--- src/rtl/u16d_pkg.sv ---
package u16d_pkg;

  // surrogate ranges and special units
  localparam logic [15:0] HiSurFirst  = 16'hD800;
  localparam logic [15:0] HiSurLast   = 16'hDBFF;
  localparam logic [15:0] LoSurFirst  = 16'hDC00;
  localparam logic [15:0] LoSurLast   = 16'hDFFF;
  localparam logic [15:0] ReplUnit    = 16'hFFFD;
  localparam logic [15:0] SwappedMark = 16'hFFFE;

  // result buffer depth: two beats waiting plus two new results
  localparam int unsigned ResDepth = 4;
  localparam int unsigned ResCntW  = $clog2(ResDepth + 1);
  localparam int unsigned ResIdxW  = $clog2(ResDepth);

  // one result beat
  typedef struct packed {
    logic [15:0] code_unit;
    logic        replaced;
    logic        last_of_run;
  } res_t;

  // results produced by one input beat
  typedef struct packed {
    logic [1:0] num;
    res_t       first;
    res_t       second;
  } push_t;

  function automatic logic is_high(input logic [15:0] u);
    return (u >= HiSurFirst) && (u <= HiSurLast);
  endfunction

  function automatic logic is_low(input logic [15:0] u);
    return (u >= LoSurFirst) && (u <= LoSurLast);
  endfunction

endpackage

--- src/rtl/u16d_if.sv ---
interface u16d_in_if;
  logic       valid;
  logic       ready;
  logic [7:0] data_byte;
  logic       end_of_input;

  modport source (output valid, output data_byte, output end_of_input, input ready);
  modport sink (input valid, input data_byte, input end_of_input, output ready);
endinterface

interface u16d_out_if;
  logic        valid;
  logic        ready;
  logic [15:0] code_unit;
  logic        replaced;
  logic        last_of_run;

  modport source (output valid, output code_unit, output replaced, output last_of_run,
                  input ready);
  modport sink (input valid, input code_unit, input replaced, input last_of_run,
                output ready);
endinterface

--- src/rtl/u16d_res_buf.sv ---
module u16d_res_buf (
  input  logic              clk_i,
  input  logic              rst_ni,
  input  u16d_pkg::push_t   push_i,
  input  logic              pop_i,
  output logic              free_o,
  output logic              valid_o,
  output u16d_pkg::res_t    head_o
);

  u16d_pkg::res_t                      ent_q [u16d_pkg::ResDepth];
  u16d_pkg::res_t                      ent_d [u16d_pkg::ResDepth];
  logic [u16d_pkg::ResCntW-1:0]        cnt_q, cnt_d, cnt_after;

  // room for a full beat of results whatever the sink does
  assign free_o  = (cnt_q <= u16d_pkg::ResCntW'(u16d_pkg::ResDepth - 2));
  assign valid_o = (cnt_q != '0);
  assign head_o  = ent_q[0];

  // shift out the head, then append new results behind what is left
  always_comb begin
    cnt_after = cnt_q - u16d_pkg::ResCntW'(pop_i);
    for (int i = 0; i < u16d_pkg::ResDepth; i++) begin
      if (pop_i && (i < u16d_pkg::ResDepth - 1)) begin
        ent_d[i] = ent_q[i + 1];
      end else begin
        ent_d[i] = ent_q[i];
      end
      if ((push_i.num != 2'd0) && (u16d_pkg::ResCntW'(i) == cnt_after)) begin
        ent_d[i] = push_i.first;
      end
      if ((push_i.num == 2'd2) && (u16d_pkg::ResCntW'(i) == cnt_after + 1'b1)) begin
        ent_d[i] = push_i.second;
      end
    end
    cnt_d = cnt_after + u16d_pkg::ResCntW'(push_i.num);
  end

  // count
  always_ff @(posedge clk_i or negedge rst_ni) begin
    if (!rst_ni) begin
      cnt_q <= '0;
    end else begin
      cnt_q <= cnt_d;
    end
  end

  // payload entries
  always_ff @(posedge clk_i) begin
    for (int i = 0; i < u16d_pkg::ResDepth; i++) begin
      ent_q[i] <= ent_d[i];
    end
  end

endmodule

--- src/rtl/utf16le_stream_decoder_unit.sv ---
// channel | dir | modport | payload                                | beat
// in_i    | in  | sink    | data_byte[7:0], end_of_input           | one raw byte
// out_o   | out | source  | code_unit[15:0], replaced, last_of_run | one code unit
//
// One byte is accepted per cycle while in_i.ready is high; its results (zero, one or
// two) are registered in a four-entry result buffer and, from the next cycle on,
// leave one per cycle while the sink is ready. With the sink always ready the buffer
// never holds more than two results, so a two-result byte does not stall the input.
// in_i.ready drops only while three or more results wait, i.e. when the sink stalls;
// it depends only on the buffer fill, not on out_o.ready.
// Reset clears the pairing state and empties the buffer; there is no clearing pass.
module utf16le_stream_decoder_unit (
  input  logic       clk_i,
  input  logic       rst_ni,
  u16d_in_if.sink    in_i,
  u16d_out_if.source out_o
);

  logic [7:0]      low_q, low_d;
  logic            odd_q, odd_d;
  logic [15:0]     hold_q, hold_d;
  logic            pend_q, pend_d;
  logic            acc, pop, free;
  logic [15:0]     unit;
  u16d_pkg::push_t push;
  u16d_pkg::res_t  head;

  assign acc  = in_i.valid && in_i.ready;
  assign pop  = out_o.valid && out_o.ready;
  assign unit = {in_i.data_byte, low_q};

  // byte pairing and surrogate checks for the incoming beat
  always_comb begin
    low_d  = low_q;
    odd_d  = odd_q;
    hold_d = hold_q;
    pend_d = pend_q;
    push   = '0;
    if (acc) begin
      if (!odd_q) begin
        low_d = in_i.data_byte;
        odd_d = 1'b1;
      end else begin
        low_d = '0;
        odd_d = 1'b0;
        priority if (pend_q) begin
          if (u16d_pkg::is_low(unit)) begin
            push.first  = '{code_unit: hold_q, replaced: 1'b0, last_of_run: 1'b0};
            push.second = '{code_unit: unit, replaced: 1'b0, last_of_run: 1'b1};
            push.num    = 2'd2;
          end else begin
            push.first = '{code_unit: u16d_pkg::ReplUnit, replaced: 1'b1, last_of_run: 1'b1};
            push.num   = 2'd1;
          end
          pend_d = 1'b0;
          hold_d = '0;
        end else if (unit == u16d_pkg::SwappedMark) begin
          push.first = '{code_unit: u16d_pkg::ReplUnit, replaced: 1'b1, last_of_run: 1'b1};
          push.num   = 2'd1;
        end else if (u16d_pkg::is_high(unit)) begin
          hold_d = unit;
          pend_d = 1'b1;
        end else if (u16d_pkg::is_low(unit)) begin
          push.first = '{code_unit: u16d_pkg::ReplUnit, replaced: 1'b1, last_of_run: 1'b1};
          push.num   = 2'd1;
        end else begin
          push.first = '{code_unit: unit, replaced: 1'b0, last_of_run: 1'b1};
          push.num   = 2'd1;
        end
      end
      // end of string: leftover byte or dangling high surrogate
      if (in_i.end_of_input) begin
        if (odd_d || pend_d) begin
          push.first = '{code_unit: u16d_pkg::ReplUnit, replaced: 1'b1, last_of_run: 1'b1};
          push.num   = 2'd1;
        end
        low_d  = '0;
        odd_d  = 1'b0;
        hold_d = '0;
        pend_d = 1'b0;
      end
    end
  end

  // pairing state
  always_ff @(posedge clk_i or negedge rst_ni) begin
    if (!rst_ni) begin
      low_q  <= '0;
      odd_q  <= 1'b0;
      hold_q <= '0;
      pend_q <= 1'b0;
    end else begin
      low_q  <= low_d;
      odd_q  <= odd_d;
      hold_q <= hold_d;
      pend_q <= pend_d;
    end
  end

  // result buffer
  u16d_res_buf u_res_buf (
    .clk_i   (clk_i),
    .rst_ni  (rst_ni),
    .push_i  (push),
    .pop_i   (pop),
    .free_o  (free),
    .valid_o (out_o.valid),
    .head_o  (head)
  );

  assign in_i.ready        = free;
  assign out_o.code_unit   = head.code_unit;
  assign out_o.replaced    = head.replaced;
  assign out_o.last_of_run = head.last_of_run;

endmodule

--- src/flat_wrapper.sv ---
// flat-port wrapper written by rule: the top's interface ports become plain ports
module utf16le_stream_decoder_unit_flat 
  (clk_i, rst_ni, in_i_valid, in_i_data_byte, in_i_end_of_input, in_i_ready, out_o_valid, out_o_code_unit, out_o_replaced, out_o_last_of_run, out_o_ready);
  u16d_in_if in_i_i ();
  u16d_out_if out_o_i ();
  input  logic clk_i;
  input  logic rst_ni;
  input wire logic [$bits(in_i_i.valid)-1:0] in_i_valid;
  input wire logic [$bits(in_i_i.data_byte)-1:0] in_i_data_byte;
  input wire logic [$bits(in_i_i.end_of_input)-1:0] in_i_end_of_input;
  output wire logic [$bits(in_i_i.ready)-1:0] in_i_ready;
  output wire logic [$bits(out_o_i.valid)-1:0] out_o_valid;
  output wire logic [$bits(out_o_i.code_unit)-1:0] out_o_code_unit;
  output wire logic [$bits(out_o_i.replaced)-1:0] out_o_replaced;
  output wire logic [$bits(out_o_i.last_of_run)-1:0] out_o_last_of_run;
  input wire logic [$bits(out_o_i.ready)-1:0] out_o_ready;
  assign in_i_i.valid = in_i_valid;
  assign in_i_i.data_byte = in_i_data_byte;
  assign in_i_i.end_of_input = in_i_end_of_input;
  assign in_i_ready = in_i_i.ready;
  assign out_o_valid = out_o_i.valid;
  assign out_o_code_unit = out_o_i.code_unit;
  assign out_o_replaced = out_o_i.replaced;
  assign out_o_last_of_run = out_o_i.last_of_run;
  assign out_o_i.ready = out_o_ready;
  utf16le_stream_decoder_unit u_core (.clk_i(clk_i), .rst_ni(rst_ni), .in_i(in_i_i), .out_o(out_o_i));
endmodule
--- config.mk ---
export PLATFORM = sky130hd
export DESIGN_NAME = utf16le_stream_decoder_unit_flat
export DESIGN_NICKNAME = d
export VERILOG_FILES = /design/src/rtl/u16d_pkg.sv /design/src/rtl/u16d_if.sv /design/src/rtl/u16d_res_buf.sv /design/src/rtl/utf16le_stream_decoder_unit.sv /design/src/flat_wrapper.sv
export SDC_FILE = /design/constraint.sdc
export NUM_CORES = 1
export LEC_CHECK = 0
export ABC_CLOCK_PERIOD_IN_PS = 8700
export BUFFER_PORTS_ARGS = -buffer_cell sky130_fd_sc_hd__buf_4
export CAP_MARGIN = 20
export CORE_MARGIN = 5
export CORE_UTILIZATION = 55
export DETAILED_ROUTE_END_ITERATION = 8
export PLACE_DENSITY = 0.79
export SLEW_MARGIN = 20
export SYNTH_ARGS = -nofsm -noshare
export SYNTH_HDL_FRONTEND = slang
export SYNTH_SLANG_ARGS = --single-unit
--- constraint.sdc ---
create_clock -name clk_i -period 8.7 [get_ports clk_i]
set_clock_uncertainty 0.15 [all_clocks]
set_input_delay 0 -clock clk_i [delete_from_list [all_inputs] [get_ports clk_i]]
set_output_delay 0 -clock clk_i [all_outputs]
set_load 0.005 [all_outputs]
; Yosys cells after proc, flatten, opt, wreduce, memory -nomap -nowiden
; Memories as Yosys holds them, arrays and structs flattened.
; Cells that the tools add are included.
[classes]
addsub = 3
n_reduce_logical = 20
shifts = 0
n_bitwise = 0
n_mul = 0
n_lt_le_gt_ge = 5
mux = 38
div_mod_pow = 0
eq_ne = 9
[ops]
columns = operator, count
row1 = $mux 18, 14
row2 = $mux 20, 6
row3 = $mux 16, 5
row4 = $mux 38, 2
row5 = $ge 16x16->1 const B, 2
row6 = $le 16x16->1 const B, 2
row7 = $eq 16x16->1 const B, 1
row8 = $mux 8, 2
row9 = $eq 2x3->1 const A, 4
row10 = $logic_and 1x1->1, 12
row11 = $mux 1, 9
row12 = $eq 1x3->1 const A, 2
row13 = $logic_not 3->1, 2
row14 = $reduce_bool 3->1, 2
row15 = $reduce_and 4->1, 1
row16 = $reduce_bool 2->1, 2
row17 = $add 3x1->3 const B, 1
row18 = $add 3x2->3, 1
row19 = $le 3x2->1 const B, 1
row20 = $ne 3x2->1 const B, 1
row21 = $sub 3x1->3, 1
row22 = $eq 2x2->1 const B, 1
row23 = $logic_or 1x1->1, 1
[totals]
mem_count = 1
register_bits = 29
latch_bits = 0
ram_bits = 72
mem_bits_ro = 0
[memory_table]
columns = memory, words, word_bits, read_ports, rd_ports_with_merged_regs, write_ports, line
row1 = u_core.u_res_buf.ent_q, 4, 18, 4, 0, 4, u16d_res_buf.sv:11  ; u16d_pkg::res_t ent_q [u16d_pkg::ResDepth];

; Longest topological paths before layout
[depth]
depth_word = 15
ltp_mapped = 13
mapped_depth_nobuf = 12

; By module
; A second synthesis with hierarchy kept.
[unflattened]
cells_unflattened = 597
area_unflattened_um2 = 6173.4
[modules_own_cells]
columns = module, n_inst, area_per_inst_um2, cells_each, seq_area_each_um2
row1 = u16d_res_buf, 1, 4598.2, 422, 2237.1
row2 = utf16le_stream_decoder_unit, 1, 1575.3, 175, 650.6

; Worst setup path before layout
; OpenSTA, ideal clock, no wires.
[synth_path]
kind = flip-flop to flip-flop
from = register u_core.u_res_buf.cnt_q[1] (netlist name)
to = memory u_core.u_res_buf.ent_q[3][0] in the netlist's numbering (enable)
setup_ns = 0.373
synth_period_minus_slack_ns = 3.750
t_arrival_ns = 3.227
path_buffers = 1
setup_slack_ns = 4.950
path_stages_with_launch = 11
cell_sequence = dfrtp_1 or3_1 nand2_1 inv_1 ha_1 ha_1 nor2_1 ha_1 or4_4 buf_6 nand2_1
[synth_lines]
columns = element, line
row1 = end: declaration, u16d_res_buf.sv:11

==> results.toml <==
[clock_network]
cts_max_path_buffers = 2
cts_setup_buffers = 0
clkSlewWorstSetupHoldPaths_ns = 0.10
cts-root-buf = "clkbuf_8"
clk_latency_ns = 0.37
clock-sinks = 101
cts_max_level = 3
cts_inserted_buffers = 9
cts_tree = "yes"

[sta]
max_freq_mhz = 237
slew_violations = 0
final-hold-violation-count = 0
finalSetupTns_ns = 0
grt_setup_unrepaired = "false"
finalCritPeriodShare_pct = 48.5
hold-worst-slack_ns = 0.0670
slew_headroom_pct = 36.0
min_period_ns = 4.22
setup_viol = 0
tightest_slew_ns = 0.956

[power]
power.leakage_nw = 2.31
switchingPower_w = 0.000641
swShare_pct = 38.9
p_int_w = 0.00101
seq_power_share_pct = 46.4
p_per_area_nw_per_um2 = 273
p_clk_share_pct = 17.9
report.power.total_w = 0.00165
power_frac_comb_pct = 35.7
irDropWorstVdd_mv = 0.134

[critical_path]
end_kind = "register"
crit_chain = "or3_1 > nand2_1 > inv_1 > ha_1 > ha_1 > xor2_1 > inv_1 > ha_1 > and3_1 > o21ai_1 > nand2_1"
cp_slowest_cell = "nand2_1"
worst_r2r_startpoint = "u_core.u_res_buf.cnt_q[1]$_DFF_PN0_"
start_kind = "register"
crit_required_ns = 8.50
worstPathMaxFanout = 17
worstSetupStartpoint = "u_core.u_res_buf.cnt_q[1]$_DFF_PN0_"
arrival_ns = 4.02
cp_common_cell = "ha_1"
cpLargestDelayFamily = "simple AND/OR/NAND/NOR gates"
cp_num_buf_inv = 2
crit_type = "reg -> reg"
slowest_delay_ns = 0.67

[die]
ios = 33
coreArea_sq_um = 9770
die_height_microns = 110
row_count = 36
die_area_sq_um = 12100
start_util_pct = 56.2
die_w_microns = 110

[synth]
ys_ff_latch = 101
synth_edf_count = 68
synthArstFlopShare_pct = 28.7
synthTopCellsByArea = "edfxtp_1, dfrtp_1, o21ai_0"
ys_seq_area_share_pct = 51.9
synth.avg_cell_area_sq_um = 10.1
syn-num-nets = 560
synth_warnings = 0
syn-cell-area_sq_um = 5490
ys_types = 65
synth_flop_cell = "edfxtp_1"
postSynthCellCount = 541
yosysTopAreaCell = "edfxtp_1"
synth_top_area_share_pct = 37.2

[global_routing]
grt_overflow_total = 0
grt_usage_pct = 21.9
grt_pass1_vias = 3976
grt_pass1_wl_mm = 20.5
grt_max_degree = 30
grt_antenna_before_repair = 0

[place]
dp.cells = 662
numPortBuffers = 32
dp_hpwl_mm = 9.29
gp_congestion = 0.902

[route]
post_drt_via_cell_ratio = 6.16
drt_iter0_drc = 275
via_count = 4258
drtAntennaViolNets = 0
routed_wl_mm = 12.4
routedWlPerCell_microns = 17.9
route.detailed.drc = 0
first_pass_iters = 5

[min_path]
min_from = "in_i_valid"
hp-class = "in -> reg"

[layout]
multi_input_area_sq_um = 2380
syn2layout_area_growth_pct = 10.1
fill_cells = 787
drive_gt1_share_pct = 13.3
antenna_cells = 0
instances_no_fill = 691
final-seq-area_sq_um = 2850
nNetsFinal = 572

[run_status]
status = "finished, final reports clean"

[run]
maxCapViolCount = 0
## repair_timing
| action | in CTS | in global routing |
|---|---|---|
| gates resized for setup | 0 | 0 |
| endpoints found under the setup margin | 0 | 0 |
| hold buffers | 13 | 0 |
| endpoints found under the hold margin | 55 | 0 |
## state kept, by name, summed over array words and instances (netlist names)
register	cells
u_core.odd_q	1
u_core.hold_q	16
u_core.u_res_buf.ent_q	72
u_core.low_q	8
u_core.pend_q	1
u_core.u_res_buf.cnt_q	3
## kinds of logic (layout without fill, tap and decap cells)
| logic type | Yosys count | in the layout | share of synthesized area [%] |
|---|---|---|---|
| compound gates | 183 | 183 | 22.5 |
| flops | 101 | 101 | 51.9 |
| xor+xnor | 2 | 2 | 0.319 |
| mux | 2 | 2 | 0.410 |
| simple gates | 187 | 187 | 18.3 |
| buf+inv | 60 | 77 | 5.01 |
| fa+ha+maj | 6 | 6 | 1.50 |
## synthesized netlist by cell type (all sizes together), types with 10 or more instances
library cell  number
nor3              39
clkbuf            27
buf               21
a21oi             10
edfxtp            68
nand3             16
dfrtp             29
nor2              23
a22o              18
a2bb2oi           13
inv               12
nand2             67
o21ai             83
## area by class of cell
class / instances / area share (%)
Sequential cell: 101 / 47.1
Inverter: 12 / 0.745
Multi-Input combinational cell: 380 / 39.3
Clock buffer: 9 / 2.05
Clock inverter: 7 / 1.24
Timing Repair Buffer: 49 / 6.79
Tap cell: 133 / 2.75
## cell usage in the layout, fill, tap and decap left out, types with 4 or more instances in the layout
cell type	n
a2111oi_1	4
o21a_1	7
a2bb2oi_1	13
nor2_1	22
o32a_1	7
nand3_1	15
or3_1	7
and3_1	7
buf_4	36
o21ai_1	13
dfrtp_1	29
ha_1	5
a21o_1	7
o22ai_1	5
a21oi_1	9
a22o_1	18
nand2_1	67
inv_1	12
o21ai_0	70
nor3_1	34
nor3_2	4
dlygate4sd3_1	12
a221o_1	4
dfxtp_1	4
clkbuf_8	9
nand4_1	4
edfxtp_1	68
a211oi_1	6
## path summary, 6_finish.rpt
kind	end	slack, ns	cells after the start
max	u_core.u_res_buf.ent_q[3][12]$_DFFE_PP_	4.48	11
min	u_core.u_res_buf.ent_q[1][1]$_SDFFE_PP0P_	0.07	4
max reg2reg	u_core.u_res_buf.ent_q[3][12]$_DFFE_PP_	4.48	11
min reg2reg	u_core.hold_q[14]$_DFFE_PN0P_	0.34	1
max in group asynchronous	u_core.low_q[2]$_DFFE_PN0P_	7.73	4
min in group asynchronous	u_core.hold_q[7]$_DFFE_PN0P_	0.50	4
## through the flow
step	utilization (%)	area (sq um)	worst slack, ns
floorplan	-	5490	4.95
global placement	58.3	5700	4.73
detailed placement	58.3	5700	4.56
CTS	61.8	6040	4.52
global route	61.8	6040	4.10
finish	61.8	6040	4.48
## power groups by stage
stage | clock network, W | registers, W | logic, W
floorplan | 0 | 0.000717 | 0.000454
global placement | 0 | 0.000771 | 0.000558
detailed placement | 0 | 0.000775 | 0.000573
CTS | 0.000299 | 0.000764 | 0.000580
global route | 0.000323 | 0.000779 | 0.000654
finish | 0.000295 | 0.000765 | 0.000588
## worst register-to-register path, stage by stage, from the launching register on
cell and delay (ns):
dfrtp_1 0.44, or3_1 0.45, nand2_1 0.26, inv_1 0.08
ha_1 0.19, ha_1 0.19, xor2_1 0.34, inv_1 0.14
ha_1 0.23, and3_1 0.17, o21ai_1 0.49, nand2_1 0.67
## layer usage
layer	up-vias	GRT usage (%)	share of wire, %
met1	1994	31.6	45
met4	0	7.30	1.5
met5	-	0	0
li1	2062	-	-
met3	16	3.41	7.9
met2	186	33.9	45
Power figures use the tool's default switching activity.
